[config.mk]
export PLATFORM = sky130hd
export DESIGN_NAME = float_to_pcm_byte_serializer_top
export DESIGN_NICKNAME = d
export VERILOG_FILES = /design/src/fpcm_pkg.sv /design/src/fpcm_front.sv /design/src/fpcm_queue.sv /design/src/fpcm_back.sv /design/src/float_to_pcm_byte_serializer_top.sv
export SDC_FILE = /design/constraint.sdc
export NUM_CORES = 1
export LEC_CHECK = 0
export BUFFER_PORTS_ARGS = -buffer_cell sky130_fd_sc_hd__buf_2
export CORE_UTILIZATION = 40
export DETAILED_ROUTE_END_ITERATION = 8
export GPL_TIMING_DRIVEN = 0
export PLACE_DENSITY = 0.54
export SLEW_MARGIN = 40
export SYNTH_ARGS = -nofsm -noshare
export SYNTH_HDL_FRONTEND = slang
export SYNTH_SLANG_ARGS = --single-unit
[constraint.sdc]
create_clock -name clk -period 7.8 [get_ports clk]
set_input_delay 0 -clock clk [delete_from_list [all_inputs] [get_ports clk]]
set_output_delay 0 -clock clk [all_outputs]
set_load 0.01 [all_outputs]
[src/fpcm_pkg.sv]
// Package with payload types, mode codes, the queue depth and the float-to-integer scale constants.
package fpcm_pkg;

  typedef struct packed {
    logic [31:0] sample_bits;
    logic        final_sample;
  } in_item_t;

  typedef struct packed {
    logic [7:0] out_byte;
    logic       sample_last_byte;
    logic       stream_end;
  } out_item_t;

  // Converted word waiting for serialisation.
  typedef struct packed {
    logic [31:0] word;
    logic [1:0]  nbytes_m1;
    logic        fin;
  } job_t;

  localparam logic [1:0] MODE_16 = 2'd0;
  localparam logic [1:0] MODE_24 = 2'd1;
  localparam logic [1:0] MODE_32 = 2'd2;
  localparam logic [1:0] MODE_NONE = 2'd3;

  localparam int QUEUE_DEPTH = 2;

  // Scale constants: 24-bit significands including the hidden bit, and exponents.
  // 32767 = 0x7FFF, 8388607 = 0x7FFFFF exactly; 2147483647 rounds to 2^31.
  localparam logic [23:0] MANT_16 = 24'hFFFE00;
  localparam logic [23:0] MANT_24 = 24'hFFFFFE;
  localparam logic [23:0] MANT_32 = 24'h800000;
  localparam logic [7:0]  EXP_16 = 8'd141;
  localparam logic [7:0]  EXP_24 = 8'd149;
  localparam logic [7:0]  EXP_32 = 8'd158;

endpackage

[src/fpcm_front.sv]
// Front end: clamps the sample, multiplies by the scale, rounds to single and truncates.
module fpcm_front (
  input  logic               clk,
  input  logic               rst_n,
  input  logic [1:0]         mode,
  input  logic               in_valid,
  output logic               in_ready,
  input  fpcm_pkg::in_item_t in_data,
  output logic               job_valid,
  input  logic               job_ready,
  output fpcm_pkg::job_t     job_data
);

  // Stage 1 registers: clamped operand significand and exponent, scale choice.
  logic        s1_valid_r;
  logic        s1_zero_r;
  logic        s1_sign_r;
  logic [23:0] s1_mant_r;
  logic [7:0]  s1_exp_r;
  logic [23:0] s1_smant_r;
  logic [7:0]  s1_sexp_r;
  logic        s1_sat_r;
  logic [1:0]  s1_nb_r;
  logic        s1_fin_r;
  // Stage 2 registers: raw product.
  logic        s2_valid_r;
  logic        s2_zero_r;
  logic        s2_sign_r;
  logic [47:0] s2_prod_r;
  logic [8:0]  s2_exp_r;
  logic        s2_sat_r;
  logic [1:0]  s2_nb_r;
  logic        s2_fin_r;
  // Output register.
  logic           out_valid_r;
  fpcm_pkg::job_t out_r;

  logic adv2, adv1, adv0;
  assign adv2 = !out_valid_r || job_ready;
  assign adv1 = !s2_valid_r || adv2;
  assign adv0 = !s1_valid_r || adv1;
  assign in_ready  = adv0;
  assign job_valid = out_valid_r;
  assign job_data  = out_r;

  // Input classification.
  logic        x_sign;
  logic [7:0]  x_exp;
  logic [22:0] x_frac;
  logic        x_nan, x_big, x_zero;
  logic [23:0] c_mant;
  logic [7:0]  c_exp;
  logic [23:0] sc_mant;
  logic [7:0]  sc_exp;
  logic [1:0]  nb;
  always_comb begin
    x_sign = in_data.sample_bits[31];
    x_exp  = in_data.sample_bits[30:23];
    x_frac = in_data.sample_bits[22:0];
    x_nan  = (x_exp == 8'hFF) && (x_frac != 23'd0);
    x_big  = (x_exp >= 8'd127);
    // Denormals times at most 2^31 stay far below one, so they truncate to zero.
    x_zero = x_nan || (x_exp == 8'd0);
    if (x_big) begin
      c_mant = 24'h800000;
      c_exp  = 8'd127;
    end else begin
      c_mant = {1'b1, x_frac};
      c_exp  = x_exp;
    end
    unique case (mode)
      fpcm_pkg::MODE_16: begin
        sc_mant = fpcm_pkg::MANT_16; sc_exp = fpcm_pkg::EXP_16; nb = 2'd1;
      end
      fpcm_pkg::MODE_24: begin
        sc_mant = fpcm_pkg::MANT_24; sc_exp = fpcm_pkg::EXP_24; nb = 2'd2;
      end
      default: begin
        sc_mant = fpcm_pkg::MANT_32; sc_exp = fpcm_pkg::EXP_32; nb = 2'd3;
      end
    endcase
  end

  // Stage 2 rounding: normalise product to 24 bits with round to nearest even.
  logic        p_top;
  logic [23:0] r_mant;
  logic        r_guard, r_sticky;
  logic [24:0] r_sum;
  logic [23:0] n_mant;
  logic [8:0]  n_exp;
  logic [8:0]  sh;
  logic [55:0] wide;
  logic [31:0] ival;
  logic [31:0] word;
  always_comb begin
    p_top = s2_prod_r[47];
    if (p_top) begin
      r_mant   = s2_prod_r[47:24];
      r_guard  = s2_prod_r[23];
      r_sticky = |s2_prod_r[22:0];
    end else begin
      r_mant   = s2_prod_r[46:23];
      r_guard  = s2_prod_r[22];
      r_sticky = |s2_prod_r[21:0];
    end
    r_sum = {1'b0, r_mant} + {24'd0, r_guard && (r_sticky || r_mant[0])};
    n_exp = s2_exp_r + {8'd0, p_top} + {8'd0, r_sum[24]};
    n_mant = r_sum[24] ? r_sum[24:1] : r_sum[23:0];
    // Value = n_mant * 2^(n_exp - 127 - 23); integer part via shift.
    wide = '0;
    ival = '0;
    if (n_exp >= 9'd127) begin
      sh = n_exp - 9'd127;
      if (sh <= 9'd30) begin
        wide = {32'd0, n_mant} << sh[4:0];
        ival = wide[54:23];
      end
    end else begin
      sh = '0;
    end
    if (s2_zero_r) word = '0;
    else if (s2_sat_r) word = s2_sign_r ? 32'h80000000 : 32'h7FFFFFFF;
    else word = s2_sign_r ? (~ival + 32'd1) : ival;
  end

  always_ff @(posedge clk) begin
    if (!rst_n) begin
      s1_valid_r  <= 1'b0;
      s2_valid_r  <= 1'b0;
      out_valid_r <= 1'b0;
    end else begin
      if (adv0) s1_valid_r <= in_valid && in_ready && (mode != fpcm_pkg::MODE_NONE);
      if (adv1) s2_valid_r <= s1_valid_r;
      if (adv2) out_valid_r <= s2_valid_r;
    end
    if (adv0) begin
      s1_zero_r  <= x_zero;
      s1_sign_r  <= x_sign;
      s1_mant_r  <= c_mant;
      s1_exp_r   <= c_exp;
      s1_smant_r <= sc_mant;
      s1_sexp_r  <= sc_exp;
      // In 32-bit mode only a clamped full-scale input reaches 2^31.
      s1_sat_r   <= (mode == fpcm_pkg::MODE_32) && x_big;
      s1_nb_r    <= nb;
      s1_fin_r   <= in_data.final_sample;
    end
    if (adv1) begin
      s2_zero_r <= s1_zero_r;
      s2_sign_r <= s1_sign_r;
      s2_prod_r <= s1_mant_r * s1_smant_r;
      s2_exp_r  <= {1'b0, s1_exp_r} + {1'b0, s1_sexp_r} - 9'd127;
      s2_sat_r  <= s1_sat_r;
      s2_nb_r   <= s1_nb_r;
      s2_fin_r  <= s1_fin_r;
    end
    if (adv2) begin
      out_r.word      <= word;
      out_r.nbytes_m1 <= s2_nb_r;
      out_r.fin       <= s2_fin_r;
    end
  end

endmodule

[src/fpcm_queue.sv]
// Small first-in first-out queue between the converter and the byte serialiser.
module fpcm_queue #(
  parameter int DEPTH = fpcm_pkg::QUEUE_DEPTH
) (
  input  logic           clk,
  input  logic           rst_n,
  input  logic           wr_valid,
  output logic           wr_ready,
  input  fpcm_pkg::job_t wr_data,
  output logic           rd_valid,
  input  logic           rd_ready,
  output fpcm_pkg::job_t rd_data
);

  localparam int AW = (DEPTH > 1) ? $clog2(DEPTH) : 1;

  fpcm_pkg::job_t mem_r [DEPTH];
  logic [AW-1:0]  wp_r, rp_r;
  logic [AW:0]    cnt_r;
  logic           wr_en, rd_en;

  assign wr_ready = (cnt_r != (AW+1)'(DEPTH));
  assign rd_valid = (cnt_r != '0);
  assign rd_data  = mem_r[rp_r];
  assign wr_en = wr_valid && wr_ready;
  assign rd_en = rd_valid && rd_ready;

  always_ff @(posedge clk) begin
    if (!rst_n) begin
      wp_r  <= '0;
      rp_r  <= '0;
      cnt_r <= '0;
    end else begin
      if (wr_en) wp_r <= (wp_r == AW'(DEPTH-1)) ? '0 : wp_r + AW'(1);
      if (rd_en) rp_r <= (rp_r == AW'(DEPTH-1)) ? '0 : rp_r + AW'(1);
      cnt_r <= cnt_r + (AW+1)'(wr_en) - (AW+1)'(rd_en);
    end
    if (wr_en) mem_r[wp_r] <= wr_data;
  end

endmodule

[src/fpcm_back.sv]
// Back end: emits a converted word as little-endian bytes with end markers.
module fpcm_back (
  input  logic                clk,
  input  logic                rst_n,
  input  logic                job_valid,
  output logic                job_ready,
  input  fpcm_pkg::job_t      job_data,
  output logic                out_valid,
  input  logic                out_ready,
  output fpcm_pkg::out_item_t out_data
);

  logic [1:0] idx_r;
  logic       last;

  assign last      = (idx_r == job_data.nbytes_m1);
  assign out_valid = job_valid;
  assign job_ready = out_ready && last;

  always_comb begin
    unique case (idx_r)
      2'd0:    out_data.out_byte = job_data.word[7:0];
      2'd1:    out_data.out_byte = job_data.word[15:8];
      2'd2:    out_data.out_byte = job_data.word[23:16];
      default: out_data.out_byte = job_data.word[31:24];
    endcase
    out_data.sample_last_byte = last;
    out_data.stream_end       = last && job_data.fin;
  end

  always_ff @(posedge clk) begin
    if (!rst_n) begin
      idx_r <= '0;
    end else if (job_valid && out_ready) begin
      idx_r <= last ? 2'd0 : idx_r + 2'd1;
    end
  end

endmodule

[src/float_to_pcm_byte_serializer_top.sv]
// Top level of the float-to-PCM byte serialiser.
// Usage:
// The input channel (in_valid, in_ready, in_data) takes one single-precision
// sample bit pattern and a final-sample flag per transfer. The sample is
// clamped to [-1, 1], scaled in single precision for the chosen bit depth and
// truncated toward zero. The output channel (out_valid, out_ready, out_data)
// then carries 2, 3 or 4 bytes, least significant first; the last byte of each
// sample is flagged, and so is the last byte of a final sample.
// The configuration channel (cfg_valid, cfg_ready, cfg_data) sets the bit
// depth: 0 for 16 bit, 1 for 24 bit, 2 for 32 bit. Mode 3 swallows samples.
// The converter is three register stages deep (stage 1, stage 2 and the
// output register), and each converted word then passes through the queue.
// The serialiser, which owns the byte output alone, emits one byte per cycle
// while the queue holds a word and out_ready is high.
// Reset clears the pipeline, the queue and the mode (16 bit).
// When the receiver stalls, the serialiser holds its byte, the queue fills and
// the converter stages back up in turn before in_ready falls.
module float_to_pcm_byte_serializer_top #(
  parameter int QUEUE_DEPTH = fpcm_pkg::QUEUE_DEPTH
) (
  input  logic                clk,
  input  logic                rst_n,
  input  logic                in_valid,
  output logic                in_ready,
  input  fpcm_pkg::in_item_t  in_data,
  output logic                out_valid,
  input  logic                out_ready,
  output fpcm_pkg::out_item_t out_data,
  input  logic                cfg_valid,
  output logic                cfg_ready,
  input  logic [1:0]          cfg_data
);

  logic [1:0] mode_r;

  // Cfg always accepted; user writes only while the block idles (unchecked).
  assign cfg_ready = 1'b1;
  always_ff @(posedge clk) begin
    if (!rst_n) begin
      mode_r <= fpcm_pkg::MODE_16;
    end else if (cfg_valid) begin
      mode_r <= cfg_data;
    end
  end

  logic           f_valid, f_ready, q_valid, q_ready;
  fpcm_pkg::job_t f_data, q_data;

  fpcm_front u_front (
    .clk, .rst_n, .mode(mode_r),
    .in_valid, .in_ready, .in_data,
    .job_valid(f_valid), .job_ready(f_ready), .job_data(f_data)
  );

  fpcm_queue #(.DEPTH(QUEUE_DEPTH)) u_queue (
    .clk, .rst_n,
    .wr_valid(f_valid), .wr_ready(f_ready), .wr_data(f_data),
    .rd_valid(q_valid), .rd_ready(q_ready), .rd_data(q_data)
  );

  fpcm_back u_back (
    .clk, .rst_n,
    .job_valid(q_valid), .job_ready(q_ready), .job_data(q_data),
    .out_valid, .out_ready, .out_data
  );

endmodule
# == Word-level counts from Yosys, hierarchy flattened ==
# Memory sizes are Yosys's and may differ from the RTL's. A register that Yosys moved wholly into a read port is not among the register bits.
# Cells that the tools add are included.
# totals
reg_bits,179
ram_bits,70
mem_count,1
out_inout_bits,13
# classes
multipliers,1
n_shift,1
n_eq_ne,8
muxes,20
n_reduce_logical,25
magnitude_cmp,3
bitwise_logic,1
addsub,12
# memory_table
memory,depth,width,rd,rd_clocked_by_memory_dff,write_ports,line,rtl
u_queue.mem_r,2,35,1,1,1,fpcm_queue.sv:17,fpcm_pkg::job_t mem_r [DEPTH];
# op_table
op,count
$mux 32,5
$shl 24x5->55,1
$mul 24x24->48,1
$mux 24,2
$pmux 23 s2,1
$add 32x1->32 const B,1
$not 32->32,1
$add 24x1->25,1
$pmux 8 s3,1
$reduce_bool 23->1,1
$reduce_or 23->1,1
$reduce_or 22->1,1
$add 9x1->9,2
$sub 9x7->9 const B,2
$logic_and 1x1->1,10
$pmux 5 s2,1
$add 8x8->9,1
$ge 9x7->1 const B,1
$le 9x5->1 const B,1
$eq 8x8->1 const B,1
$ge 8x7->1 const B,1
$logic_not 8->1,1
$mux 1,8
$logic_or 1x1->1,5
13 further kinds,20

# == Logic depth before layout (Yosys ltp) ==
# Gate-level depths: netlist of the first run.
# depth
ltp_word,14
mapped_depth,33

# == Cells and area by module ==
# Synthesis of the first run repeated with hierarchy kept, for this count alone.
# unflattened
cells_unflattened,2585
hier_area_um2,26559.2
# modules_own_cells
mod,cells_each,seq_area_each_um2,instances,area_per_inst_um2
fpcm_front,2390,4174.0,1,23286.1
fpcm_queue,138,2202.1,1,2797.7
fpcm_back,49,40.0,1,391.6
float_to_pcm_byte_serializer_top,8,40.0,1,83.8

# == Worst setup path before layout of the first run ==
# No wires, ideal clock.
# synth_path
path_type,register to register
from,reg u_front.s2_prod_r[47]
to,"reg u_front.out_r, in the netlist u_front.job_data[34] (data pin)"
arrival_time_ns,7.661
synth_period_minus_slack_ns,7.923
n_path_buf,11
stages_incl_launch_ff,32
setup_time_ns,0.262
path_slack_ns,-0.123
cell_sequence,edfxtp_1 buf_4 buf_12 buf_6 buf_2 buf_2 buf_2 mux2i_1 nor2b_1 ha_1 nand2_1 nor4_1 nand4_1 fa_1 inv_1 clkbuf_1 clkbuf_1 clkbuf_1 ha_1 nand4b_1 o21ai_0 a21boi_0 o211ai_1 a2111oi_0 clkbuf_1 nor2_1 a2111o_1 and3_1 and4_1 buf_4 a41oi_1 mux2_1
# synth_via
elab_chain_len,13
word_cells_on_any_way,19
classes_between,add/sub: 5; order compare: 2; shift: 1; mux: 8; bitwise: 1; reduce/logical: 2
# synth_rtl
item,line,rtl
"start, declared",fpcm_front.sv:29,logic [47:0] s2_prod_r;
"start signal, assigned",fpcm_front.sv:151,s2_prod_r <= s1_mant_r * s1_smant_r;
$mux 1 or $mux 24 (tied branches),fpcm_front.sv:97,if (p_top) begin
$logic_or 1x1->1,fpcm_front.sv:106,"r_sum = {1'b0, r_mant} + {24'd0, r_guard && (r_sticky || r_mant[0])};"
$logic_and 1x1->1,fpcm_front.sv:106,
$add 24x1->25,fpcm_front.sv:106,
$add 9x1->9,fpcm_front.sv:107,"n_exp = s2_exp_r + {8'd0, p_top} + {8'd0, r_sum[24]};"
$sub 9x7->9,fpcm_front.sv:113,sh = n_exp - 9'd127;
$le 9x5->1 or $shl 24x5->55 (tied branches),"fpcm_front.sv:114, fpcm_front.sv:115",
$mux 32,fpcm_front.sv:114,if (sh <= 9'd30) begin
$mux 32 *,fpcm_front.sv:112,if (n_exp >= 9'd127) begin
$not 32->32,fpcm_front.sv:123,else word = s2_sign_r ? (~ival + 32'd1) : ival;
$add 32x1->32,fpcm_front.sv:123,
$mux 32 *,fpcm_front.sv:123,
$mux 32 *,fpcm_front.sv:122,else if (s2_sat_r) word = s2_sign_r ? 32'h80000000 : 32'h7FFFFFFF;
"end, declared",fpcm_front.sv:36,fpcm_pkg::job_t out_r;
# Mark *: on every way between the ends. The rest lies on a longest branch, timed or not.
# A chain may end at the register's enable or synchronous reset.

# == Final worst setup path of the first run ==
# layout_path
from,reg u_front.s1_smant_r[8]
to,reg u_front.s2_prod_r[47] (data pin)
# layout_via
elab_chain_len,1
# layout_rtl
item,line,rtl
"start, declared",fpcm_front.sv:20,logic [23:0] s1_smant_r;
"start signal, assigned",fpcm_front.sv:141,s1_smant_r <= sc_mant;
$mul 24x24->48,fpcm_front.sv:151,
# No other way between the ends.

==> impl_metrics.json, run 1 <==
{
  "layout.nets": 3373,
  "grt.total_usage": 0.236,
  "critPathLaunchType": "flip-flop",
  "ys_top_cells_by_area": "fa_1 28%, edfxtp_1 23%, ha_1 9.1%, inv_1 7.6%, nand2_1 2.1%",
  "synth_top_area_share": 0.280,
  "overflow": 0,
  "whs_path_depth": 2,
  "finClkSkew_ns": 0.0363,
  "arrival_ns": 7.96,
  "regToRegSetupSlack_ns": 0.15,
  "synthXorXnorAreaFrac": 0.0266,
  "path_delay_family": "adder cells",
  "fmax_mhz": 131,
  "hold_path.class": "input pin to flip-flop",
  "drc": 0,
  "ant_nets": 0,
  "crit_fanout": 8,
  "gp_congestion": 0.929,
  "ys_seq_area_frac": 0.242,
  "holdWs_ns": 0.169,
  "wl_per_cell_um": 21.7,
  "drive_above_1_share": 0.134,
  "synthMuxAreaShare": 0.0311,
  "synth-edff-count": 207,
  "routed_wl_mm": 79.1,
  "clk_pin_slew_ns": 0.06,
  "fin_cells": 3651,
  "areaGrowthSynthToFinish_pct": 14.7,
  "die_x_um": 260,
  "cp_slowest_stage_delay_ns": 0.66,
  "cts.sinks": 219,
  "synthAdderAreaFrac": 0.370,
  "crit_path_end_kind": "flip-flop",
  "htreeDepth": 1,
  "critPathKind": "flip-flop to flip-flop",
  "start_util": 0.404,
  "clock_latency_ns": 0.59,
  "io_pins": 53,
  "cts_tree": "yes",
  "min_to": "u_front.s1_fin_r$_DFFE_PN_",
  "period_needed_ns": 7.65,
  "synth.cell_area_um2": 26600,
  "worst_slew_pin_slew_ns": 0.955,
  "synth_cell_types": 93,
  "r2r-start": "u_front.s1_smant_r[8]$_SDFFCE_PP0N_",
  "first_iter_violations": 1629,
  "critPathRequiredTime_ns": 8.11,
  "async_flop_share": 0,
  "grt_start_max_net_pins": 41,
  "r2r_cells": 26,
  "grt_pass1_wl_mm": 122,
  "grt_pass1_vias": 20800,
  "diodes": 0,
  "yosysMostFrequentCell": "inv_1",
  "holdCritStartpoint": "in_data[0]",
  "setup_violations": 0,
  "maxSlewHeadroom": 0.357,
  "rsz0062_at_grt": "true",
  "crit_top_cell": "fa_1",
  "syn-num-nets": 3209,
  "die_h_um": 260,
  "synth_top_family_by_area": "adder cells",
  "syn_area_per_cell_um2": 10.2,
  "yosysTopAreaCell": "fa_1",
  "ys_top_cells_by_count": "537 x inv_1, 372 x fa_1, 207 x edfxtp_1",
  "cts_buffer_depth": 3,
  "coreArea_um2": 65900,
  "drv_slew": 0,
  "dp.cells": 3525,
  "r2r-end": "u_front.s2_prod_r[47]$_DFFE_PP_",
  "rows": 94,
  "synth-compound-area-share": 0.122,
  "crit_buf_inv": 5,
  "yosys.area_share.simple": 0.116,
  "ys_ff_latch": 219,
  "max_cap_violations": 0,
  "numPortBuffers": 51,
  "crit_slowest_cell": "fa_2",
  "outcome": "completed",
  "period_share": 0.981,
  "numCtsBuffers": 27,
  "synth_ff_type": "edfxtp_1",
  "vias": 20100,
  "vias_per_cell": 5.50,
  "hold_viol": 0,
  "drt_pass1_iterations": 8,
  "synth-warning-count": 0,
  "antenna_found_initial": 1,
  "die-area_um2": 67600,
  "clock-root-buffer": "clkbuf_16",
  "hpwl_mm": 65.2,
  "synthCells": 2604
}
==> area by class of cell <==
type | count | area, um2
sequential | 219 | 6460
fill | 6255 | 35300
inverter | 537 | 2020
clock inverter | 20 | 169
buffer | 90 | 524
multi-input combinational | 1753 | 18500
timing repair buffer | 140 | 1130
clock buffer | 28 | 679
tap | 864 | 1080
==> registers in the layout, summed over array words and instances, names as in the netlist, 2 cells and up, named ones only <==
name,cells
u_front.s1_smant_r,2
u_back.idx_r,2
mode_r,2
u_front.s1_exp_r,8
u_queue.mem_r,70
u_front.s1_nb_r,2
u_front.job_data,35
u_front.s2_exp_r,9
u_front.s2_nb_r,2
u_queue.cnt_r,2
u_front.s2_prod_r,47
u_front.s1_mant_r,23
==> cells in the final DEF, fill, tap and decap left out, drive strengths merged, types with 15 or more instances in the layout <==
master       instances
or2                 16
dlygate4sd3         49
or4                 17
a21o                34
nand3               56
buf                117
ha                 193
a31oi               21
clkinv              16
and2                52
nor4                31
o21ai               60
a211oi              23
xor2                15
or3                 18
nand4               36
mux2                20
a222oi              16
nor2               100
nor3                43
o211ai              21
a21oi               88
and3                28
inv                538
xnor2               65
clkbuf              92
mux2i               40
fa                 372
nand2              150
edfxtp             207
==> worst max-delay path by stage <==
stage | start | end | depth (start not counted)
final | u_front.s1_smant_r[8]$_SDFFCE_PP0N_ | u_front.s2_prod_r[47]$_DFFE_PP_ | 26
after global routing | u_front.s1_smant_r[8]$_SDFFCE_PP0N_ | u_front.s2_prod_r[47]$_DFFE_PP_ | 26
after CTS | u_front.s2_prod_r[47]$_DFFE_PP_ | u_front.job_data[34]$_SDFFCE_PP0P_ | 30
after detailed placement | u_front.s2_prod_r[47]$_DFFE_PP_ | u_front.job_data[15]$_SDFFCE_PP0P_ | 32
after global placement | u_front.s2_prod_r[47]$_DFFE_PP_ | u_front.job_data[15]$_SDFFCE_PP0P_ | 31
after floorplan | u_front.s2_prod_r[47]$_DFFE_PP_ | u_front.job_data[29]$_SDFFCE_PP0P_ | 31
==> cells by family after synthesis <==
kind of cell,Yosys count
AO/OA/AOI/OAI,445
multiplexers,69
AND/OR/NAND/NOR,592
adder cells (fa/ha/maj),565
buffers and inverters,632
XOR/XNOR,80
other,2
flip-flops,219
==> worst register-to-register path, stage by stage (launching register included) <==
cell and delay, ns:
edfxtp_1 0.53, buf_4 0.19, buf_8 0.16, nand2_2 0.16, fa_2 0.66, fa_1 0.45
fa_1 0.49, inv_1 0.05, fa_1 0.48, fa_1 0.52, fa_1 0.54, inv_1 0.05
fa_1 0.53, inv_1 0.04, ha_2 0.31, a21o_1 0.18, a21o_1 0.20, a21oi_1 0.15
o21ai_1 0.11, a31o_2 0.24, a31o_4 0.25, a221oi_4 0.28, a21oi_2 0.11, a41oi_2 0.16
a211o_1 0.26, o311ai_2 0.15, xnor2_1 0.16
==> per-stage QoR <==
step,setup TNS (ns),util,instance area [um2],setup slack (ns)
after floorplan,0,-,26600,0.0307
after global placement,-118.38,0.425,28000,-3.66
after detailed placement,-102.93,0.428,28200,-3.20
after CTS,0,0.458,30100,0.00286
after global routing,-0.483,0.464,30500,-0.145
final,0,0.464,30500,0.151
==> metal layers <==
layer / vias up / wire [um] / GRT usage / share of wire
li1: 9229 / - / - / -
met5: - / 0 / 0 / 0
met3: 138 / 3580 / 0.0265 / 0.045
met1: 10100 / 34600 / 0.316 / 0.44
met2: 592 / 38300 / 0.400 / 0.48
met4: 0 / 2620 / 0.0747 / 0.033
==> what timing repair did <==
action | in CTS | in global routing
setup endpoints to repair | 57 | 40
endpoints found under the hold margin | 45 | 0
hold buffers | 49 | 0
pin swaps | 19 | 19
gates resized for setup | 131 | 91
setup buffers | 21 | 13
Power of run 1 is left out: the tool's default activity adds up to more than one toggle a clock period on the data nets, which glitch-free logic cannot reach.
==> inputs of run 2 (changes only) <==
- CTS_BUF_LIST: not set -> sky130_fd_sc_hd__clkbuf_4
- PLACE_DENSITY: 0.54 -> 0.53
- TNS_END_PERCENT: not set -> 20
==> impl_metrics.json, run 2 (same netlist as run 1, synthesis figures left out) <==
{
  "outcome": "completed",
  "drive_above_1_share": 0.160,
  "grt_pass1_wl_mm": 123,
  "first_iter_violations": 1495,
  "ant_nets": 0,
  "place_ws_ns": -3.51,
  "final_util": 0.469,
  "clk_pin_slew_ns": 0.07,
  "routed_wl_mm": 80.3,
  "crit_fanout": 28,
  "crit_slowest_cell": "fa_1",
  "cp_slowest_stage_delay_ns": 0.52,
  "crit_path_end_kind": "flip-flop",
  "io_pins": 53,
  "layout_commonest_cell": "inv_1",
  "finClkSkew_ns": 0.0770,
  "die_h_um": 260,
  "worst_slew_pin_slew_ns": 0.885,
  "overflow": 0,
  "vias": 20600,
  "htreeDepth": 2,
  "largest_register_ffs": 70,
  "cts.sinks": 219,
  "hpwl_mm": 65.3,
  "die-area_um2": 67600,
  "setup_violations": 0,
  "numCtsBuffers": 59,
  "fmax_mhz": 132,
  "clock-root-buffer": "clkbuf_4",
  "holdWs_ns": 0.0881,
  "fin_cells": 3750,
  "grt.total_usage": 0.239,
  "layout_common_cells": "518 x inv_1, 349 x fa_1, 207 x edfxtp_1, 180 x ha_1, 120 x nand2_1",
  "rows": 94,
  "layout.nets": 3439,
  "setup_ws_ns": 0.244,
  "gp_congestion": 0.988,
  "clock_latency_ns": 0.81,
  "max_cap_violations": 0,
  "cts_tree": "yes",
  "grt_start_max_net_pins": 42,
  "maxSlewHeadroom": 0.402,
  "numPortBuffers": 51,
  "drt_pass1_iterations": 8,
  "areaGrowthSynthToFinish_pct": 16.0,
  "wl_per_cell_um": 21.4,
  "drc": 0,
  "coreArea_um2": 65900,
  "period_needed_ns": 7.56,
  "hold_viol": 0,
  "crit_top_cell": "clkbuf_8",
  "start_util": 0.404,
  "cts_buffer_depth": 3,
  "vias_per_cell": 5.48,
  "regMostFlops": "u_queue.mem_r",
  "drv_slew": 0,
  "critPathKind": "flip-flop to flip-flop",
  "period_share": 0.969,
  "critPathRequiredTime_ns": 8.29,
  "arrival_ns": 8.04,
  "critPathLaunchType": "flip-flop",
  "antenna_found_initial": 4,
  "hold_path.class": "input pin to flip-flop",
  "die_x_um": 260,
  "dp.cells": 3526,
  "grt_pass1_vias": 21100
}
==> run 2: cell types whose count changed in the layout (fill, tap and decap cells not counted), moves of 4 or more <==
| cell | delta |
|---|---|
| clkinv_1 | +4 |
| fa_2 | +4 |
| clkbuf_4 | +83 |
| diode_2 | +4 |
| buf_4 | +13 |
| clkbuf_16 | -26 |
| clkinv_2 | +5 |
| fa_1 | -4 |
| dlygate4sd3_1 | +18 |
| buf_6 | +4 |
| nand2_1 | -5 |
| inv_1 | -4 |
==> run 2: critical path, delay by kind of cell (launching register included) <==
kind	cells	cell delay, ns
mux	2	0.57
xor+xnor	1	0.23
simple gates	6	1.52
buf+inv	11	2.23
compound gates	5	1.35
fa+ha+maj	3	0.99
flops	1	0.37
==> run 2: area by class of cell <==
| class | instances | area (um2) |
|---|---|---|
| diodes | 4 | 10.0 |
| repair buffers | 173 | 1430 |
| multi-input cells | 1753 | 18500 |
| clock inverters | 26 | 184 |
| fillers | 6241 | 35000 |
| plain buffers | 91 | 549 |
| flip-flops and latches | 219 | 6460 |
| clock buffers | 83 | 623 |
| well taps | 864 | 1080 |
| inverters | 537 | 2030 |
==> run 2: worst paths after layout <==
check | slack (ns) | from | to | depth (start not counted)
worst max-delay path | 0.24 | u_front.s2_prod_r[47]$_DFFE_PP_ | u_front.job_data[34]$_SDFFCE_PP0P_ | 28
worst min-delay path | 0.09 | in_data[3] | u_front.s1_mant_r[2]$_SDFFCE_PP0N_ | 3
worst min register to register | 0.42 | u_front.job_data[13]$_SDFFCE_PP0P_ | u_queue.mem_r[0][13]$_DFFE_PP_ | 0
worst max register to register | 0.24 | u_front.s2_prod_r[47]$_DFFE_PP_ | u_front.job_data[34]$_SDFFCE_PP0P_ | 28
==> run 2: what timing repair did <==
action / CTS / global route
hold buffers: 67 / 0
pin swaps: 15 / 57
buffers inserted: 16 / 30
endpoints found under the setup margin: 59 / 38
cloned: 1 / 1
hold endpoints to repair: 45 / 0
gates resized for setup: 122 / 130
==> run 2: stage by stage <==
step | area (um2) | TNS, ns
4_1_cts | 30200 | -0.145
3_3_place_gp | 28000 | -123.60
6_report | 30900 | 0
2_1_floorplan | 26600 | 0
3_5_place_dp | 28200 | -114.03
5_1_grt | 30900 | -0.0721
==> run 2: metal layers <==
metal | wire length (um) | track usage
met4 | 2220 | 0.0623
met2 | 39000 | 0.404
met1 | 34600 | 0.322
met3 | 4560 | 0.0303
met5 | 17 | 0
Power of run 2 is left out for the same reason.
